`src/rtl/psip_pkg.sv`:
```
// ----------------------------------------------------------------------------
// psip_pkg
// Shared types and constants of the partial shuffle index picker.
// ----------------------------------------------------------------------------
package psip_pkg;

   // result field widths
   localparam int unsigned SLOT_W   = 10;
   localparam int unsigned FIELD_W  = 32;
   localparam int unsigned ERR_W    = 2;
   localparam int unsigned RSP_DATA_W = 48;

   // result codes
   localparam logic [ERR_W-1:0] ERR_OK    = 2'd0;
   localparam logic [ERR_W-1:0] ERR_RANGE = 2'd1;
   localparam logic [ERR_W-1:0] ERR_FULL  = 2'd2;

   // register map
   localparam int unsigned CSR_ADDR_W = 3;
   localparam int unsigned CSR_DATA_W = 32;
   localparam logic REG_UPPER_BOUND = 1'b0;

   typedef struct packed {
      logic load;        // take the input item
      logic walk_start;  // set the walk counter to the newest pick
      logic rd_en;       // read one stored pick
      logic finish;      // store the pick and register the result
   } psip_cmd_type;

   typedef struct packed {
      logic full;
      logic out_of_range;
      logic pos_zero;
      logic walk_last;
      logic out_free;
   } psip_status_type;

endpackage

```
`src/rtl/psip_controller.sv`:
```
// ----------------------------------------------------------------------------
// psip_controller
// Sequencer: takes an item, checks it, walks the stored picks, finishes.
// ----------------------------------------------------------------------------
module psip_controller
   import psip_pkg::*;
(
   input  logic            clock,
   input  logic            reset,
   input  logic            req_tvalid,
   output logic            req_tready,
   input  psip_status_type status,
   output psip_cmd_type    cmd
);

   typedef enum logic [2:0] {
      ST_IDLE,
      ST_CHECK,
      ST_WALK,
      ST_DRAIN,
      ST_FINISH
   } state_type;

   state_type state_ff;
   state_type state_in;

   always_comb begin
      state_in = state_ff;
      cmd      = '0;
      unique case (state_ff)
         ST_IDLE: begin
            if (req_tvalid) begin
               cmd.load = 1'b1;
               state_in = ST_CHECK;
            end
         end
         ST_CHECK: begin
            if (status.full || status.out_of_range || status.pos_zero) begin
               state_in = ST_FINISH;
            end else begin
               cmd.walk_start = 1'b1;
               state_in       = ST_WALK;
            end
         end
         ST_WALK: begin
            cmd.rd_en = 1'b1;
            if (status.walk_last) begin
               state_in = ST_DRAIN;
            end
         end
         // last read data lands here
         ST_DRAIN: begin
            state_in = ST_FINISH;
         end
         ST_FINISH: begin
            if (status.out_free) begin
               cmd.finish = 1'b1;
               state_in   = ST_IDLE;
            end
         end
         default: begin
            state_in = ST_IDLE;
         end
      endcase
   end

   always_ff @(posedge clock) begin
      if (reset) begin
         state_ff <= ST_IDLE;
      end else begin
         state_ff <= state_in;
      end
   end

   assign req_tready = (state_ff == ST_IDLE);

endmodule

```
`config.mk`:
```
export PLATFORM = sky130hd
export DESIGN_NAME = psip_controller
export DESIGN_NICKNAME = d
export VERILOG_FILES = /design/src/rtl/psip_pkg.sv /design/src/rtl/psip_controller.sv
export SDC_FILE = /design/constraint.sdc
export NUM_CORES = 1
export LEC_CHECK = 0
export BUFFER_PORTS_ARGS = -buffer_cell sky130_fd_sc_hd__buf_2
export CORE_AREA = 2 2 39 41
export DETAILED_ROUTE_END_ITERATION = 10
export DIE_AREA = 0 0 41 43
export PLACE_DENSITY = 0.31
export SLEW_MARGIN = 40
export SYNTH_ARGS = -nofsm -noshare
export SYNTH_HDL_FRONTEND = slang
export SYNTH_SLANG_ARGS = --single-unit
```
`constraint.sdc`:
```
create_clock -name clock -period 2 [get_ports clock]
set_input_delay 0.6 -clock clock [delete_from_list [all_inputs] [get_ports clock]]
set_output_delay 0.6 -clock clock [all_outputs]
set_load 0.1 [all_outputs]
```
==> results of run 1 <==
per-stage QoR:
step | power (uW) | util (%) | setup TNS, ns
6_report | 265 | 28.6 | -0.237
2_1_floorplan | 127 | - | -1.00
5_1_grt | 282 | 28.6 | -0.280
3_3_place_gp | 156 | 25.7 | -0.251
3_5_place_dp | 156 | 25.7 | -0.262
4_1_cts | 272 | 28.6 | -0.261
Yosys cell counts (all sizes together):
| library cell | n |
|---|---|
| and2 | 1 |
| and4bb | 1 |
| dfxtp | 3 |
| mux2i | 1 |
| nor3 | 1 |
| nor3b | 2 |
| nor4 | 2 |
| o21ai | 1 |
| o22ai | 1 |
| or3b | 1 |
| or4 | 1 |
| or4b | 2 |
critical path: stages:
cell,delay (ns)
buf_6,0.09
or4_4,0.52
nor3b_4,0.22
buf_12,0.20
report_power, final:
group	internal, uW	total, uW	switching, uW
Sequential	63.1	71.3	8.16
Clock	74.9	108	32.8
Combinational	32.2	85.9	53.6
Total	170	265	94.6
worst paths after layout:
check | startpoint | to | slack [ns]
setup / recovery | status[2] | cmd[2] | -0.24
hold reg to reg | state_ff[1]$_SDFFE_PP0P_ | state_ff[1]$_SDFFE_PP0P_ | 0.58
hold / removal | state_ff[1]$_SDFFE_PP0P_ | state_ff[1]$_SDFFE_PP0P_ | 0.58
setup reg to reg | state_ff[2]$_SDFFE_PP0P_ | state_ff[2]$_SDFFE_PP0P_ | 0.73
area by class of cell:
type | count | area (um^2) | area share [%]
well taps | 16 | 20.0 | 5.06
repair buffers | 14 | 141 | 35.8
clock buffers | 4 | 26.3 | 6.65
flip-flops and latches | 3 | 60.1 | 15.2
multi-input cells | 14 | 148 | 37.3
layer usage:
layer  vias to the layer above  global-route usage (%)
li1                        108                       -
met1                        98                    8.41
met2                         9                    10.6
met3                         2                    2.62
met4                         0                    8.00
met5                         -                       0
what timing repair did:
action                                  4_1_cts  5_1_grt
endpoints found under the setup margin        1        1
hold endpoints to repair                      0        0
gates resized for setup                       1        0
pin swaps                                     2        1
hold buffers                                  0        0
setup buffers                                 1        0
logic make-up after synthesis:
logic type | synth area share (%)
and+or+nand+nor | 54.2
DFF | 33.8
AOI/OAI and AO/OA | 6.34
muxes | 5.63
placed cells by master, fill, tap and decap left out, drive strengths merged, types with 2 or more instances in the layout:
| cell type | synthesis | final |
|---|---|---|
| buf | 0 | 14 |
| nor3b | 2 | 2 |
| dfxtp | 3 | 3 |
| or4b | 2 | 2 |
| clkbuf | 0 | 4 |
| nor4 | 2 | 2 |
==> impl_results.md, run 1 <==
- Status: complete, but fails checks
- Failing checks: setup timing
- Finished Layout Cells: 51
- Type of the most critical hold path: flop to flop
- Post-route ant nets: 0
- Vias per inst: 4.25
- Worst Setup Start Kind: primary input
- Total length of routed met3 wires: 39 um
- Hold_ws: 0.576 ns
- Gpl congestion: roughly 0.65
- CP Data Required Time: between 1 and 1.5 ns
- Share of layout cells above drive strength 1: between 60% and 70%
- Die width: 41 um
- Maximum number of pins on one net before global-route repair: 9
- #FFs+latches synth: 3
- Initial core utilization: 12.8%
- I/O pins: 13
- Syn avg cell area: 10.5 um^2
- Syn Std Cell Area: 178 um^2
- Critical path fanouts, max: 2
- Max reg flops: 3
- Biggest regs: state_ff: 3 flops
- Synth Warn #: 0
- Wl on met1: 196 um
- Final hold vios: 0
- Post-route DRC: 0
- Post-route minimum period: 2.24 ns
- Initial antenna violation count: 0
- CP Class: primary input to primary output
- VDD IR max: 0.239 mV
- Highest routed layer: met4
- Arr. time, crit path: 1.64 ns
- CTS Buffer Depth: 2
- Maxcap violations: 0
- Pre-CTS setup slack: -0.262 ns
- Post-route setup slack: -0.237 ns
- Final Max Slew Viols: 0
- Fmax: 447 MHz
- Cell taking the most area after synthesis: dfxtp_1
- # H-tree levels: 1
- RSZ-0062 raised after global routing: yes
- Dpl cell area: around 360 um^2
- WHS Path Cells: 2
- Unique masters post-synth: 13
- Largest Register: state_ff
- Placed Instances: between 40 and 50
- Wirelength per Cell: 9.96 um
- Vias: 217
- Final net count: 44
- Mapped Cells: 17
- Area contributors post-synth: dfxtp_1 34%, or4b_1 11%, and4bb_2 7.0%, nor3b_2 7.0%, nor4_1 7.0%
- CTS root buffer: clkbuf_4
- CTS tree: done
- Synth-to-Final Area Change: 123%
- Clock skew: 0.00204 ns
- DIE AREA: 1760 um^2
- Row cnt: 14
- Synth top area share: 33.8%
- Critical Path Sink Type: primary output
- TritonRoute pass-1 iters: 2
- N_diodes: 0
- Syn Nets: 25
- Reg clk slew, reported paths: 0.04 ns
- Pwr/cell area: between 600 and 700 nW/um^2
- PortBufs: 12
- Cts bufs inserted: 3
- Fillers: approximately 150
- Routed wire length on met2: 257 um
- Non-Filler Cell Area, Final: 395 um^2
- DRT Wirelength: 508 um
- Total congestion overflow: 0
- P_leak: 0.000149 uW
- Setup Viol. Count Final: 1
- All-Layer GR Usage: roughly 7.7%
- Clock Latency Late Sink: roughly 0.23 ns
- Worst r2r path cells: 2
- Die Y-Extent: ~43 um
- Area of the core: 1380 um^2
- First-pass GRT wire length: roughly 900 um
- Seq/Total Area, Yosys: roughly a third
- Rel. slew slack: 68.0%
- Iter 0 DRT Violations: 1
- Slew @ Worst Pin: 0.483 ns
- Number of global-route vias before repair: 230
- Clock Sinks: 3
- Period utilisation layout: 112%
(Power assumes the default switching activity.)
==> run 2, diff against run 1 <==
--- a/config.mk
+++ b/config.mk
@@ -11,4 +11,5 @@
 export DIE_AREA = 0 0 41 43
 export PLACE_DENSITY = 0.31
+export SETUP_SLACK_MARGIN = 0.3
 export SLEW_MARGIN = 40
 export SYNTH_ARGS = -nofsm -noshare
==> constraint.sdc (replaced) <==
create_clock -name clock -period 2 [get_ports clock]
set_input_delay 0.2 -clock clock [delete_from_list [all_inputs] [get_ports clock]]
set_output_delay 0.2 -clock clock [all_outputs]
set_load 0.1 [all_outputs]
==> impl_results.md, run 2 (same netlist as run 1, synthesis figures left out) <==
- Worst r2r path cells: 2
- PortBufs: 12
- Cts bufs inserted: 3
- Reg clk slew, reported paths: 0.04 ns
- Most common cell after layout, fill and taps aside: buf_2
- DIE AREA: 1760 um^2
- Maxcap violations: 0
- Synth-to-Final Area Change: 84.5%
- Iter 0 DRT Violations: 1
- CP Class: flop to primary output
- DRT Wirelength: roughly 480 um
- Final Util: between 20% and 30%
- Maximum number of pins on one net before global-route repair: 9
- Initial core utilization: around an eighth
- Final Max Slew Viols: 0
- CTS Buffer Depth: 2
- Initial antenna violation count: 0
- CP Data Required Time: 1.80 ns
- VDD IR max: 0.314 mV
- Post-route ant nets: 0
- Total congestion overflow: 0
- Total length of routed met3 wires: 28 um
- Row cnt: 14
- First-pass GRT wire length: 855 um
- Gpl congestion: ~0.63
- Die Y-Extent: 43 um
- Finished Layout Cells: 49
- Area of the core: approximately 1400 um^2
- Register area: 61.3 um^2
- RSZ-0062 raised after global routing: yes
- TritonRoute pass-1 iters: 2
- N_diodes: 0
- CTS root buffer: clkbuf_4
- Number of global-route vias before repair: 209
- WHS Path Cells: 2
- Wirelength per Cell: 9.82 um
- Wl on met1: 214 um
- CTS tree: done
- Clock Latency Late Sink: 0.24 ns
- Fmax: 601 MHz
- Share of layout cells above drive strength 1: 69.7%
- P_leak: 0.000129 uW
- Slew @ Worst Pin: 0.486 ns
- Post-route DRC: 0
- Routed wire length on met2: 219 um
- # H-tree levels: 1
- Critical Path Sink Type: primary output
- Period utilisation layout: 83.2%
- Vias: 198
- Status: complete, no violations
- Type of the most critical hold path: primary input to flop
- Most frequent cells in the layout: 10 x buf_2, 4 x clkbuf_4, 2 x or4b_1, 2 x nor4_1, 2 x dfxtp_1
- All-Layer GR Usage: 7.84%
- Highest routed layer: met4
- Fillers: approximately 160
- Rel. slew slack: 67.8%
- Pwr/cell area: 773 nW/um^2
- Placed Instances: 45
- I/O pins: 13
- Setup Viol. Count Final: 0
- Critical path fanouts, max: 8
- Total setup buffers inserted after CTS: 0
- Multi-input gate area: ~140 um^2
- Setup_tns: 0 ns
- Clock skew: 0.000256 ns
- Clock Sinks: 3
- Die width: 41 um
- Vias per inst: 4.04
- DPL Wire Length: ~360 um
- Max reg flops: 3
- Post-route minimum period: around 1.7 ns
- Largest Register: state_ff
- Worst Setup Start Kind: flop
- Final net count: 42
- Final hold vios: 0
- Biggest regs: state_ff: 3 flops
- Arr. time, crit path: 1.46 ns
[run 2: cell types whose count changed in the layout (fill, tap and decap cells not counted)]
cell,before,now
buf_12,4,1
buf_2,7,10
buf_4,2,0
and2_2,1,0
and2_4,0,1
buf_6,1,0
clkbuf_4,3,4
dfxtp_1,3,2
dfxtp_2,0,1
nor3b_2,0,1
nor3b_4,2,1
[run 2: layout make-up]
cell class                 count  area share, %
sequential                     3           18.7
multi-input combinational     14           43.5
tap                           16           6.11
timing repair buffer          12           23.7
clock buffer                   4           8.02
[run 2: through the flow]
| step | total power, uW | cell area [um^2] | setup slack, ns | hold WS (ns) |
|---|---|---|---|---|
| floorplan | 127 | 204 | 0.143 | 0.277 |
| detailed placement | 144 | 299 | 0.505 | 0.417 |
| global placement | 144 | 299 | 0.509 | 0.418 |
| global route | 267 | 328 | 0.275 | 0.188 |
| CTS | 257 | 325 | 0.304 | 0.166 |
| finish | 253 | 328 | 0.336 | 0.169 |
[run 2: critical path: stages, from the launching register on]
cell and delay, ns:
dfxtp_2 0.36, or4_4 0.45, nor3b_4 0.22, buf_12 0.20
[run 2: per-layer routing]
layer,track usage (%),vias to the layer above
met5,0,-
met4,10.0,0
met3,3.14,2
met2,9.38,10
met1,8.71,83
li1,-,103
[run 2: power by group]
group	switching (uW)	internal (uW)
sequential	7.91	63.2
clock	35.2	75.0
combinational	50.8	21.2
total	94.0	159
[run 2: final timing paths]
check | start | to | slack [ns]
setup / recovery | state_ff[1]$_SDFFE_PP0P_ | cmd[2] | 0.34
setup reg to reg | state_ff[2]$_SDFFE_PP0P_ | state_ff[2]$_SDFFE_PP0P_ | 0.76
hold / removal | reset | state_ff[0]$_SDFFE_PP0P_ | 0.17
hold reg to reg | state_ff[1]$_SDFFE_PP0P_ | state_ff[1]$_SDFFE_PP0P_ | 0.62
[run 2: what timing repair did]
| action | in CTS | in global routing |
|---|---|---|
| gates resized for setup | 0 | 1 |
| hold buffers | 0 | 0 |
| setup endpoints to repair | 0 | 2 |
==> run 3, diff against run 2 <==
PLACE_DENSITY = 0.32   (was 0.31)
clock period = 1.4 ns   (was 2 ns; I/O delays follow)
==> impl_results.md, run 3 (same netlist as run 1, synthesis figures left out) <==
- CP Data Required Time: 1.26 ns
- Largest Register: state_ff
- Setup Viol. Count Final: 5
- Biggest regs: state_ff: 3 flops
- PortBufs: 12
- DRT Wirelength: about 580 um
- Iter 0 DRT Violations: 2
- VDD IR max: 0.393 mV
- R2R Setup Slk: roughly 0.02 ns
- Type of the most critical hold path: primary input to flop
- Die Y-Extent: around 43 um
- Max reg flops: 3
- CTS tree: done
- Synth-to-Final Area Change: 166%
- Vias per inst: a little over 4
- Post-route ant nets: 0
- Period utilisation layout: 113%
- Most common cell after layout, fill and taps aside: buf_2
- Slew @ Worst Pin: 0.302 ns
- N_diodes: 0
- Arr. time, crit path: roughly 1.4 ns
- DIE AREA: 1760 um^2
- I/O pins: 13
- Final Util: between 30 and 40%
- Hold path startpoint: reset
- Most frequent cells in the layout: 7 x buf_2, 5 x buf_12, 4 x buf_6
- Maxcap violations: 0
- TritonRoute pass-1 iters: 2
- Fmax: 631 MHz
- RSZ-0062 raised after global routing: yes
- Initial antenna violation count: 0
- CTS root buffer: clkbuf_4
- Pre-CTS setup slack: 0.00902 ns
- First-pass GRT wire length: 1040 um
- Clock Sinks: 3
- Setup_tns: -0.425 ns
- Reg2reg start: state_ff[1]$_SDFFE_PP0P_
- # H-tree levels: 1
- Area of the core: 1380 um^2
- P_leak: between 0.00015 and 0.0002 uW
- Power, Total: 407 uW
- WHS Path Cells: 2
- Vias: between 200 and 250
- DPL Wire Length: 410 um
- Cts bufs inserted: 3
- All-Layer GR Usage: 9.15%
- Share of layout cells above drive strength 1: between 80% and 90%
- Final hold vios: 0
- Final Max Slew Viols: 0
- Rel. slew slack: 79.7%
- Finished Layout Cells: 55
- Critical Path Sink Type: primary output
- Clock Latency Late Sink: 0.24 ns
- Gpl congestion: 0.695
- Worst r2r path cells: 5
- Maximum number of pins on one net before global-route repair: 9
- Wirelength per Cell: roughly 11 um
- CTS Buffer Depth: 2
- Post-route minimum period: between 1.5 and 2 ns
- Number of global-route vias before repair: between 200 and 250
- Post-route DRC: 0
- Worst Setup Start Kind: flop
- Reg clk slew, reported paths: ~0.04 ns
- Die width: between 40 and 50 um
- Total congestion overflow: 0
- Row cnt: 14
- Clock skew: 0.00371 ns
- Status: complete, but fails checks
- Critical path fanouts, max: 2
- Initial core utilization: 12.8%
- CP Class: flop to primary output
- Failing checks: setup timing
- Placed Instances: 46
- Final net count: 48
- R2R Path End: state_ff[2]$_SDFFE_PP0P_
- Post-route setup slack: -0.185 ns
- Hold EP: state_ff[0]$_SDFFE_PP0P_
- Pwr/cell area: 861 nW/um^2
- Hold_buf cts: 0
-- run 3: repair_timing --
action / CTS / global route
setup buffers: 3 / 2
endpoints found under the setup margin: 7 / 8
gates resized for setup: 3 / 5
hold endpoints to repair: 0 / 0
pin swaps: 6 / 3
-- run 3: worst max-delay path, cell delays in order (launching register included) --
cell     delay [ns]
dfxtp_4        0.33
or4_4          0.44
nor3b_4        0.23
buf_12         0.20
-- run 3: metal layers --
metal	share of wire (%)	up-vias	global-route usage, %
met5	0	-	0
met4	2.6	0	8.00
met3	6.7	2	3.66
met2	52	11	12.2
met1	38	96	10.6
li1	-	114	-
-- run 3: metrics by stage --
step                      area (um^2)  hold WS, ns
after floorplan                   215        0.210
after global placement            378        0.348
after detailed placement          378        0.352
after CTS                         437        0.104
after global routing              473        0.126
final                             473        0.126
-- run 3: power breakdown --
group	leakage, uW	total, uW	switching (uW)	internal (uW)
Clock	0.0000150	159	52.0	107
Combinational	0.000147	148	82.4	65.3
Sequential	0.0000264	100	11.8	88.5
-- run 3: area by class of cell --
type / count / area (um^2)
Fill cell: 143 / 911
Tap cell: 16 / 20.0
Clock buffer: 4 / 26.3
Timing Repair Buffer: 18 / 195
Multi-Input combinational cell: 14 / 163
Sequential cell: 3 / 68.8
-- run 3: worst max path at each step --
stage / endpoint / slack [ns] / startpoint
after floorplan: cmd[2] / -0.39 / state_ff[1]$_SDFFE_PP0P_
after global placement: cmd[2] / 0.03 / status[2]
after detailed placement: cmd[2] / 0.009 / status[2]
after CTS: cmd[2] / -0.19 / state_ff[1]$_SDFFE_PP0P_
after global routing: cmd[2] / -0.25 / state_ff[1]$_SDFFE_PP0P_
final: cmd[2] / -0.18 / state_ff[1]$_SDFFE_PP0P_
